$ cat src/rtl/tks_pkg.sv
// Shared constants, register codes and control structs for the top-k score selector.
// No dependencies; every other file imports this package.
package tks_pkg;

	localparam int MAX_TOP_K   = 16;
	localparam int MAX_CLASSES = 4096;

	localparam int SCORE_W    = 32;
	localparam int CODE_W     = 8;
	localparam int KEEP_W     = 5;
	localparam int CLASS_W    = 12;
	localparam int RANK_W     = 4;
	localparam int FILL_W     = $clog2(MAX_TOP_K + 1);
	localparam int SLOT_W     = (MAX_TOP_K > 1) ? $clog2(MAX_TOP_K) : 1;
	localparam int CNT_W      = $clog2(MAX_CLASSES + 1);
	localparam int PROD_W     = SCORE_W + 1 + CODE_W + 1;
	localparam int APB_DATA_W = 32;
	localparam int APB_ADDR_W = 4;

	localparam logic signed [SCORE_W-1:0] SCORE_MAX = {1'b0, {(SCORE_W-1){1'b1}}};
	localparam logic signed [SCORE_W-1:0] SCORE_MIN = {1'b1, {(SCORE_W-1){1'b0}}};

	typedef enum logic [1:0] {
		REG_KEEP_COUNT   = 2'd0,
		REG_SCORE_FORMAT = 2'd1,
		REG_QUANT_SCALE  = 2'd2,
		REG_QUANT_ZERO   = 2'd3
	} reg_idx_t;

	typedef struct packed {
		logic [KEEP_W-1:0]  keep_count;
		logic               score_format;
		logic [SCORE_W-1:0] quant_scale;
		logic [CODE_W-1:0]  quant_zero_point;
	} cfg_t;

	typedef struct packed {
		logic load;
		logic insert;
		logic emit_adv;
		logic clear_run;
	} dp_cmd_t;

	typedef struct packed {
		logic last;
		logic emit_empty;
		logic emit_last;
	} dp_status_t;

endpackage

$ cat src/rtl/tks_if.sv
// Valid/ready channel interfaces for score transactions in and result transactions out.
// Depends on tks_pkg.
interface tks_score_if import tks_pkg::*; ();
	logic                      valid;
	logic                      ready;
	logic signed [SCORE_W-1:0] score_value;
	logic                      last_element;

	modport source(output valid, score_value, last_element, input ready);
	modport sink(input valid, score_value, last_element, output ready);
endinterface

interface tks_result_if import tks_pkg::*; ();
	logic                      valid;
	logic                      ready;
	logic [CLASS_W-1:0]        class_index;
	logic signed [SCORE_W-1:0] confidence;
	logic [RANK_W-1:0]         rank;
	logic                      last_result;
	logic                      count_overflow;

	modport source(output valid, class_index, confidence, rank, last_result, count_overflow,
		input ready);
	modport sink(input valid, class_index, confidence, rank, last_result, count_overflow,
		output ready);
endinterface

$ cat src/rtl/top_k_score_selector.sv
// Top level of the streaming top-k score selector: controller, datapath and APB registers.
// Depends on tks_pkg, tks_if, tks_cfg, tks_ctrl and tks_datapath.
//
//   channel   dir  handshake             payload
//   scores    in   valid/ready           score_value, last_element
//   results   out  valid/ready           class_index, confidence, rank, last_result,
//                                        count_overflow
//   apb       in   psel/penable/pready   keep_count @0x0, score_format @0x4,
//                                        quant_scale @0x8, quant_zero_point @0xC
//
// Each score transaction is captured together with the dequantizing multiply,
// then inserted into the sorted list across all list slots in parallel.
// A transaction marked last is followed by one result per kept entry, one per cycle
// while results.ready is high; results.ready low holds the current result.
// With no kept entries the last element passes through the emit state and gives no results.
// Reset clears the run state at once; no clearing pass is needed.
module top_k_score_selector import tks_pkg::*; (
	input  logic                  clk,
	input  logic                  arst_n,
	tks_score_if.sink             scores,
	tks_result_if.source          results,
	input  logic                  psel,
	input  logic                  penable,
	input  logic                  pwrite,
	input  logic [APB_ADDR_W-1:0] paddr,
	input  logic [APB_DATA_W-1:0] pwdata,
	output logic [APB_DATA_W-1:0] prdata,
	output logic                  pready
);

	cfg_t       cfg;
	dp_cmd_t    cmd;
	dp_status_t status;

	tks_cfg u_cfg (
		.clk     (clk),
		.arst_n  (arst_n),
		.psel    (psel),
		.penable (penable),
		.pwrite  (pwrite),
		.paddr   (paddr),
		.pwdata  (pwdata),
		.prdata  (prdata),
		.pready  (pready),
		.cfg     (cfg)
	);

	tks_ctrl u_ctrl (
		.clk       (clk),
		.arst_n    (arst_n),
		.in_valid  (scores.valid),
		.in_ready  (scores.ready),
		.out_valid (results.valid),
		.out_ready (results.ready),
		.status    (status),
		.cmd       (cmd)
	);

	tks_datapath u_datapath (
		.clk            (clk),
		.arst_n         (arst_n),
		.cfg            (cfg),
		.cmd            (cmd),
		.status         (status),
		.score_value    (scores.score_value),
		.last_element   (scores.last_element),
		.class_index    (results.class_index),
		.confidence     (results.confidence),
		.rank           (results.rank),
		.last_result    (results.last_result),
		.count_overflow (results.count_overflow)
	);

endmodule

$ cat src/rtl/tks_cfg.sv
// APB configuration registers of the top-k score selector.
// Depends on tks_pkg.
module tks_cfg import tks_pkg::*; (
	input  logic                  clk,
	input  logic                  arst_n,
	input  logic                  psel,
	input  logic                  penable,
	input  logic                  pwrite,
	input  logic [APB_ADDR_W-1:0] paddr,
	input  logic [APB_DATA_W-1:0] pwdata,
	output logic [APB_DATA_W-1:0] prdata,
	output logic                  pready,
	output cfg_t                  cfg
);

	cfg_t     cfg_q;
	reg_idx_t reg_idx;
	logic     wr_en;

	assign pready  = 1'b1;
	assign reg_idx = reg_idx_t'(paddr[APB_ADDR_W-1:2]);
	assign wr_en   = psel && penable && pwrite && pready;
	assign cfg     = cfg_q;

	always_ff @(posedge clk or negedge arst_n) begin
		if (!arst_n) begin
			cfg_q.keep_count       <= KEEP_W'(1);
			cfg_q.score_format     <= 1'b0;
			cfg_q.quant_scale      <= SCORE_W'(65536);
			cfg_q.quant_zero_point <= '0;
		end else if (wr_en) begin
			case (reg_idx)
				REG_KEEP_COUNT:   cfg_q.keep_count       <= pwdata[KEEP_W-1:0];
				REG_SCORE_FORMAT: cfg_q.score_format     <= pwdata[0];
				REG_QUANT_SCALE:  cfg_q.quant_scale      <= pwdata[SCORE_W-1:0];
				REG_QUANT_ZERO:   cfg_q.quant_zero_point <= pwdata[CODE_W-1:0];
				default: ;
			endcase
		end
	end

	always_comb begin
		case (reg_idx)
			REG_KEEP_COUNT:   prdata = APB_DATA_W'(cfg_q.keep_count);
			REG_SCORE_FORMAT: prdata = APB_DATA_W'(cfg_q.score_format);
			REG_QUANT_SCALE:  prdata = APB_DATA_W'(cfg_q.quant_scale);
			REG_QUANT_ZERO:   prdata = APB_DATA_W'(cfg_q.quant_zero_point);
			default:          prdata = '0;
		endcase
	end

endmodule

$ cat src/rtl/tks_ctrl.sv
// Controller of the top-k score selector: sequences capture, insertion and result emission.
// Depends on tks_pkg; drives commands into tks_datapath.
module tks_ctrl import tks_pkg::*; (
	input  logic       clk,
	input  logic       arst_n,
	input  logic       in_valid,
	output logic       in_ready,
	output logic       out_valid,
	input  logic       out_ready,
	input  dp_status_t status,
	output dp_cmd_t    cmd
);

	typedef enum logic [1:0] {
		ST_IDLE,
		ST_INSERT,
		ST_EMIT
	} state_t;

	state_t state_q;

	assign in_ready  = (state_q == ST_IDLE);
	assign out_valid = (state_q == ST_EMIT) && !status.emit_empty;

	always_comb begin
		cmd = '0;
		case (state_q)
			ST_IDLE:   cmd.load = in_valid;
			ST_INSERT: cmd.insert = 1'b1;
			ST_EMIT: begin
				if (status.emit_empty) begin
					cmd.clear_run = 1'b1;
				end else if (out_ready) begin
					cmd.clear_run = status.emit_last;
					cmd.emit_adv  = !status.emit_last;
				end
			end
			default: ;
		endcase
	end

	always_ff @(posedge clk or negedge arst_n) begin
		if (!arst_n) begin
			state_q <= ST_IDLE;
		end else begin
			case (state_q)
				ST_IDLE: begin
					if (in_valid) state_q <= ST_INSERT;
				end
				ST_INSERT: state_q <= status.last ? ST_EMIT : ST_IDLE;
				ST_EMIT: begin
					if (cmd.clear_run) state_q <= ST_IDLE;
				end
				default: state_q <= ST_IDLE;
			endcase
		end
	end

endmodule

$ cat src/rtl/tks_datapath.sv
// Datapath of the top-k score selector: dequantizer, sorted score list and result readout.
// Depends on tks_pkg; commanded by tks_ctrl.
module tks_datapath import tks_pkg::*; (
	input  logic                      clk,
	input  logic                      arst_n,
	input  cfg_t                      cfg,
	input  dp_cmd_t                   cmd,
	output dp_status_t                status,
	input  logic signed [SCORE_W-1:0] score_value,
	input  logic                      last_element,
	output logic [CLASS_W-1:0]        class_index,
	output logic signed [SCORE_W-1:0] confidence,
	output logic [RANK_W-1:0]         rank,
	output logic                      last_result,
	output logic                      count_overflow
);

	logic signed [SCORE_W-1:0] raw_s1;
	logic signed [PROD_W-1:0]  prod_s1;
	logic                      last_s1;

	logic signed [SCORE_W-1:0] best_score_q [MAX_TOP_K];
	logic [CLASS_W-1:0]        best_idx_q   [MAX_TOP_K];
	logic [FILL_W-1:0]         filled_q;
	logic [CNT_W-1:0]          elem_cnt_q;
	logic                      ovf_q;
	logic [SLOT_W-1:0]         ptr_q;

	logic signed [CODE_W:0]    code_diff;
	logic signed [PROD_W-1:0]  prod_c;
	logic signed [SCORE_W-1:0] sat_score;
	logic signed [SCORE_W-1:0] new_score;
	logic [FILL_W-1:0]         k_lim;
	logic [FILL_W-1:0]         fill_eff;
	logic [MAX_TOP_K-1:0]      ge;
	logic [MAX_TOP_K-1:0]      lane_wr;
	logic [MAX_TOP_K-1:0]      lane_new;
	logic                      ge_last_slot;
	logic                      insert_ok;
	logic                      in_range;

	assign code_diff = signed'({1'b0, score_value[CODE_W-1:0]})
		- signed'({1'b0, cfg.quant_zero_point});
	assign prod_c    = signed'({1'b0, cfg.quant_scale}) * code_diff;

	always_ff @(posedge clk) begin
		if (cmd.load) begin
			raw_s1  <= score_value;
			prod_s1 <= prod_c;
			last_s1 <= last_element;
		end
	end

	always_comb begin
		if (&prod_s1[PROD_W-1:SCORE_W-1] || ~|prod_s1[PROD_W-1:SCORE_W-1]) begin
			sat_score = prod_s1[SCORE_W-1:0];
		end else begin
			sat_score = prod_s1[PROD_W-1] ? SCORE_MIN : SCORE_MAX;
		end
		new_score = cfg.score_format ? sat_score : raw_s1;

		if (32'(cfg.keep_count) > 32'(MAX_TOP_K)) begin
			k_lim = FILL_W'(MAX_TOP_K);
		end else begin
			k_lim = FILL_W'(cfg.keep_count);
		end
		fill_eff = (filled_q > k_lim) ? k_lim : filled_q;
		in_range = (32'(elem_cnt_q) < 32'(MAX_CLASSES));

		ge_last_slot = 1'b0;
		for (int j = 0; j < MAX_TOP_K; j++) begin
			ge[j] = (32'(j) < 32'(fill_eff)) && (best_score_q[j] >= new_score);
			if (32'(j) + 32'd1 == 32'(k_lim)) ge_last_slot = ge[j];
		end
		for (int j = 0; j < MAX_TOP_K; j++) begin
			lane_wr[j]  = (32'(j) < 32'(k_lim)) && !ge[j];
			lane_new[j] = (j == 0) ? 1'b1 : ge[(j == 0) ? 0 : j-1];
		end
		insert_ok = (k_lim != '0) && ((fill_eff < k_lim) || !ge_last_slot);
	end

	always_ff @(posedge clk) begin
		if (cmd.insert && in_range) begin
			for (int j = 0; j < MAX_TOP_K; j++) begin
				if (lane_wr[j]) begin
					if (lane_new[j]) begin
						best_score_q[j] <= new_score;
						best_idx_q[j]   <= CLASS_W'(elem_cnt_q);
					end else begin
						best_score_q[j] <= best_score_q[(j == 0) ? 0 : j-1];
						best_idx_q[j]   <= best_idx_q[(j == 0) ? 0 : j-1];
					end
				end
			end
		end
	end

	always_ff @(posedge clk or negedge arst_n) begin
		if (!arst_n) begin
			filled_q   <= '0;
			elem_cnt_q <= '0;
			ovf_q      <= 1'b0;
			ptr_q      <= '0;
		end else if (cmd.clear_run) begin
			filled_q   <= '0;
			elem_cnt_q <= '0;
			ovf_q      <= 1'b0;
			ptr_q      <= '0;
		end else if (cmd.insert) begin
			if (in_range) begin
				filled_q   <= (insert_ok && (fill_eff < k_lim)) ? fill_eff + FILL_W'(1) : fill_eff;
				elem_cnt_q <= elem_cnt_q + CNT_W'(1);
			end else begin
				filled_q <= fill_eff;
				ovf_q    <= 1'b1;
			end
		end else if (cmd.emit_adv) begin
			ptr_q <= ptr_q + SLOT_W'(1);
		end
	end

	assign status.last       = last_s1;
	assign status.emit_empty = (filled_q == '0);
	assign status.emit_last  = (FILL_W'(ptr_q) + FILL_W'(1) == filled_q);

	assign class_index    = best_idx_q[ptr_q];
	assign confidence     = best_score_q[ptr_q];
	assign rank           = RANK_W'(ptr_q);
	assign last_result    = status.emit_last;
	assign count_overflow = ovf_q;

endmodule

$ cat src/flat_wrapper.sv
// flat-port wrapper written by rule: the top's interface ports become plain ports
module top_k_score_selector_flat import tks_pkg::*;
  (clk, arst_n, psel, penable, pwrite, paddr, pwdata, prdata, pready, scores_valid, scores_score_value, scores_last_element, scores_ready, results_valid, results_class_index, results_confidence, results_rank, results_last_result, results_count_overflow, results_ready);
  tks_score_if scores_i ();
  tks_result_if results_i ();
  input  logic clk;
  input  logic arst_n;
  input  logic psel;
  input  logic penable;
  input  logic pwrite;
  input  logic [APB_ADDR_W-1:0] paddr;
  input  logic [APB_DATA_W-1:0] pwdata;
  output logic [APB_DATA_W-1:0] prdata;
  output logic pready;
  input wire logic [$bits(scores_i.valid)-1:0] scores_valid;
  input wire logic [$bits(scores_i.score_value)-1:0] scores_score_value;
  input wire logic [$bits(scores_i.last_element)-1:0] scores_last_element;
  output wire logic [$bits(scores_i.ready)-1:0] scores_ready;
  output wire logic [$bits(results_i.valid)-1:0] results_valid;
  output wire logic [$bits(results_i.class_index)-1:0] results_class_index;
  output wire logic [$bits(results_i.confidence)-1:0] results_confidence;
  output wire logic [$bits(results_i.rank)-1:0] results_rank;
  output wire logic [$bits(results_i.last_result)-1:0] results_last_result;
  output wire logic [$bits(results_i.count_overflow)-1:0] results_count_overflow;
  input wire logic [$bits(results_i.ready)-1:0] results_ready;
  assign scores_i.valid = scores_valid;
  assign scores_i.score_value = scores_score_value;
  assign scores_i.last_element = scores_last_element;
  assign scores_ready = scores_i.ready;
  assign results_valid = results_i.valid;
  assign results_class_index = results_i.class_index;
  assign results_confidence = results_i.confidence;
  assign results_rank = results_i.rank;
  assign results_last_result = results_i.last_result;
  assign results_count_overflow = results_i.count_overflow;
  assign results_i.ready = results_ready;
  top_k_score_selector u_core (.clk(clk), .arst_n(arst_n), .scores(scores_i), .results(results_i), .psel(psel), .penable(penable), .pwrite(pwrite), .paddr(paddr), .pwdata(pwdata), .prdata(prdata), .pready(pready));
endmodule
$ cat config.mk
export PLATFORM = sky130hd
export DESIGN_NAME = top_k_score_selector_flat
export DESIGN_NICKNAME = d
export VERILOG_FILES = /design/src/rtl/tks_pkg.sv /design/src/rtl/tks_if.sv /design/src/rtl/top_k_score_selector.sv /design/src/rtl/tks_cfg.sv /design/src/rtl/tks_ctrl.sv /design/src/rtl/tks_datapath.sv /design/src/flat_wrapper.sv
export SDC_FILE = /design/constraint.sdc
export NUM_CORES = 2
export LEC_CHECK = 0
export BUFFER_PORTS_ARGS = -buffer_cell sky130_fd_sc_hd__buf_2
export CORE_MARGIN = 3
export CORE_UTILIZATION = 55
export CTS_BUF_LIST = sky130_fd_sc_hd__clkbuf_16
export DETAILED_ROUTE_END_ITERATION = 16
export PLACE_DENSITY = 0.69
export SLEW_MARGIN = 15
export SYNTH_ARGS = -nofsm -noshare
export SYNTH_HDL_FRONTEND = slang
export SYNTH_SLANG_ARGS = --single-unit
$ cat constraint.sdc
create_clock -name clk -period 20.2 [get_ports clk]
set_input_delay 0 -clock clk [delete_from_list [all_inputs] [get_ports clk]]
set_output_delay 0 -clock clk [all_outputs]
set_load 0.01 [all_outputs]
==> impl_results.md <==
- Die area: 0.118 mm²
- Clk_lat worst skew: 0.71 ns
- Slew headroom: 0.0814
- Final HPWL DP: 136,000 µm
- Crit-path max FO: 32
- Critical path type: flip-flop to flip-flop
- Slew Limit Fails: 0
- Data arrival time of the critical path: 8.98 ns
- TritonCTS Buffers: 96
- Top Ports: 161
- CP Capture Type: flip-flop
- 1st-iter DRT viols: 4,796
- Final Hold Vio Count: 0
- Routing usage on met3: 0.0663
- Gr usage total: 0.330
- Via density: 6.67
- M1 GR Usage: 0.450
- Setup-failing EPs final: 0
- Top Usage Layer GRT: met2
- Core footprint: 0.113 mm²
- Non-Filler Instances: between 6,000 and 7,000
- CP startpoint kind: flip-flop
- DRT Pass-1 Iters: 5
- Total wire length: 195,000 µm
- CTS tree: built
- Final setup TNS: 0 ns
- Residual DRC count: 0
- Hold buffers post-CTS: 85
- Root buffer cell: clkbuf_16
- Tightest Pin Transition: roughly 1.4 ns
- YS warnings: 0
- Inst Count DP: around 6,300
- Routed WL per cell: 29.9 µm
- Clk slew on worst S/H paths: 0.06 ns
- Via count: around 43,000
- Chip height: roughly 340 µm
- Post-CTS Setup Bufs: 0
- R2R Setup Slk: 11.66 ns
- Clock Sinks: 850
- Largest net degree at the start of global routing: roughly 140
- Cell mode on critical path: fa_1
- Post-Syn Instances: 4,759
- Gr ovfl total: 0
- Fin crit share: 0.423
- Cell Area, Synth: 0.0627 mm²
- Max stage delay on crit path: approximately 0.8 ns
- Met2 Use GR: 0.511
- Clk_skew: 0.0285 ns
- Die X: 344 µm
- Post-route ant nets: 0
- Period minus WS final: 8.54 ns
- Crit-path slowest cell: a2111oi_1
- Fin nets: 5,863
- Type of the most critical hold path: input pin to asynchronous set/reset pin
- Initial antenna violation count: 3
- Syn Nets: 5,681
- PostCTS Resize Cnt: 0
- Mean post-synth cell area: roughly 13 µm²
- Yosys reg bits: 850
- H-tree level count: 3
- Ys flop type: edfxtp_1
- Status: finished clean
- Clk buf depth: 3
- Routability Congestion: 0.966
- Layout cells sized above 1: 0.227
- EDFF count, synth: between 700 and 800
- Max-cap violations: 0
- Most frequent cells in the layout: edfxtp_1, ha_1, mux2_2
- Initial Util: 0.556
- First-pass GRT wire length: 287,000 µm
- Area Growth Syn to Fin: 10.5%
- Maximum clock rate: 0.117 GHz
- Buffers added on ports: 157
- Post-synth ARST share: 0.0835
- Most common cell after layout, fill and taps aside: edfxtp_1
- Vias in the first global route: roughly 44,000
- CP required: 20.64 ns
- RSZ-0062 raised after global routing: false
- Share of the yosys chip area belonging to registers: 0.402
- Placement Rows: 123
- Unique masters post-synth: between 90 and 100
path summary, 6_finish.rpt:
check                                                          endpoint                                 from  cells past startpoint
max in group asynchronous         u_core.u_datapath.rank[1]$_DFFE_PN0P_                               arst_n                      2
hold / removal             u_core.u_datapath.count_overflow$_DFFE_PN0P_                               arst_n                      2
min in group clk                 u_core.u_datapath.raw_s1[17]$_DFFE_PP_               scores_score_value[17]                      2
hold reg to reg                    u_core.u_ctrl.state_q[1]$_DFFE_PN0P_  u_core.u_datapath.last_s1$_DFFE_PP_                      1
setup reg to reg                u_core.u_datapath.prod_s1[40]$_DFFE_PP_      u_core.u_cfg.cfg[1]$_DFFE_PN0P_                     27
setup / recovery                u_core.u_datapath.prod_s1[40]$_DFFE_PP_      u_core.u_cfg.cfg[1]$_DFFE_PN0P_                     27
through the flow:
step	setup slack, ns	util	instance area (µm²)	hold WS (ns)
2_1_floorplan	12.75	-	62700	-0.296
3_3_place_gp	12.06	0.579	65300	0.179
3_5_place_dp	11.93	0.579	65300	0.179
4_1_cts	11.79	0.614	69200	0.00148
5_1_grt	11.03	0.614	69300	0.0123
6_report	11.66	0.614	69300	0.00814
synth_stat cells, types with 17 or more instances:
cell,number,area share
a211oi_1,20,0.0024
a21o_1,196,0.023
a21oi_1,211,0.017
and2_1,181,0.018
buf_1,32,0.0019
buf_2,46,0.0037
clkbuf_1,165,0.0099
dfrtp_1,69,0.028
edfxtp_1,779,0.37
fa_1,212,0.068
ha_1,634,0.13
inv_1,212,0.013
mux2_1,252,0.045
mux2_2,370,0.066
mux2_4,79,0.019
mux4_2,221,0.079
nand2_1,141,0.0084
nand2b_1,78,0.0078
nand3_1,54,0.0043
nand4_1,101,0.010
nor2_1,154,0.0092
nor2b_1,51,0.0051
nor3_1,28,0.0022
nor4_1,17,0.0017
o211ai_1,21,0.0025
o21a_1,34,0.0041
o21ai_0,79,0.0063
o22ai_1,20,0.0020
xnor2_1,29,0.0041
xor2_1,23,0.0032
cell type report:
| cell class | count | area (µm²) |
|---|---|---|
| Clock inverter | 74 | 627 |
| Timing Repair Buffer | 347 | 2460 |
| Inverter | 215 | 807 |
| Tap cell | 1500 | 1880 |
| Fill cell | 8726 | 43500 |
| Antenna cell | 2 | 5.00 |
| Sequential cell | 850 | 25200 |
| Multi-Input combinational cell | 3431 | 35800 |
| Clock buffer | 99 | 2480 |
flip-flops by register name, indices dropped and copies added, names as in the netlist:
signal / flops
u_core.u_datapath.filled_q: 5
u_core.u_datapath.best_idx_q: 192
u_core.u_cfg.cfg: 46
u_core.u_datapath.prod_s1: 42
u_core.u_datapath.best_score_q: 512
u_core.u_datapath.rank: 4
u_core.u_datapath.raw_s1: 32
u_core.u_ctrl.state_q: 2
u_core.u_datapath.last_s1: 1
u_core.u_datapath.elem_cnt_q: 13
u_core.u_datapath.count_overflow: 1
critical path: cells and delay by family, from the launching register on:
kind	cells	cell delay, ns
compound gates	11	3.35
xor+xnor	1	0.13
fa+ha+maj	7	2.92
buf+inv	2	0.43
flops	1	0.40
mux	1	0.24
simple gates	5	0.78
metal layers:
layer	routed length [µm]	share of wire
met2	88500	0.45
met4	10400	0.054
met5	13	0.000067
met1	78000	0.40
met3	17800	0.092
cell families (layout without fill, tap and decap cells):
kind of cell	after synthesis	count (layout)	synth area share
xor+xnor	52	52	0.00726
other cells	1	3	0.0000598
mux	937	937	0.213
fa+ha+maj	846	846	0.194
simple gates	888	888	0.0772
compound gates	707	707	0.0756
flops	850	850	0.402
buf+inv	478	735	0.0315
Power is left out: the tool's default activity adds up to more than one toggle a clock period on the data nets, which glitch-free logic cannot reach.
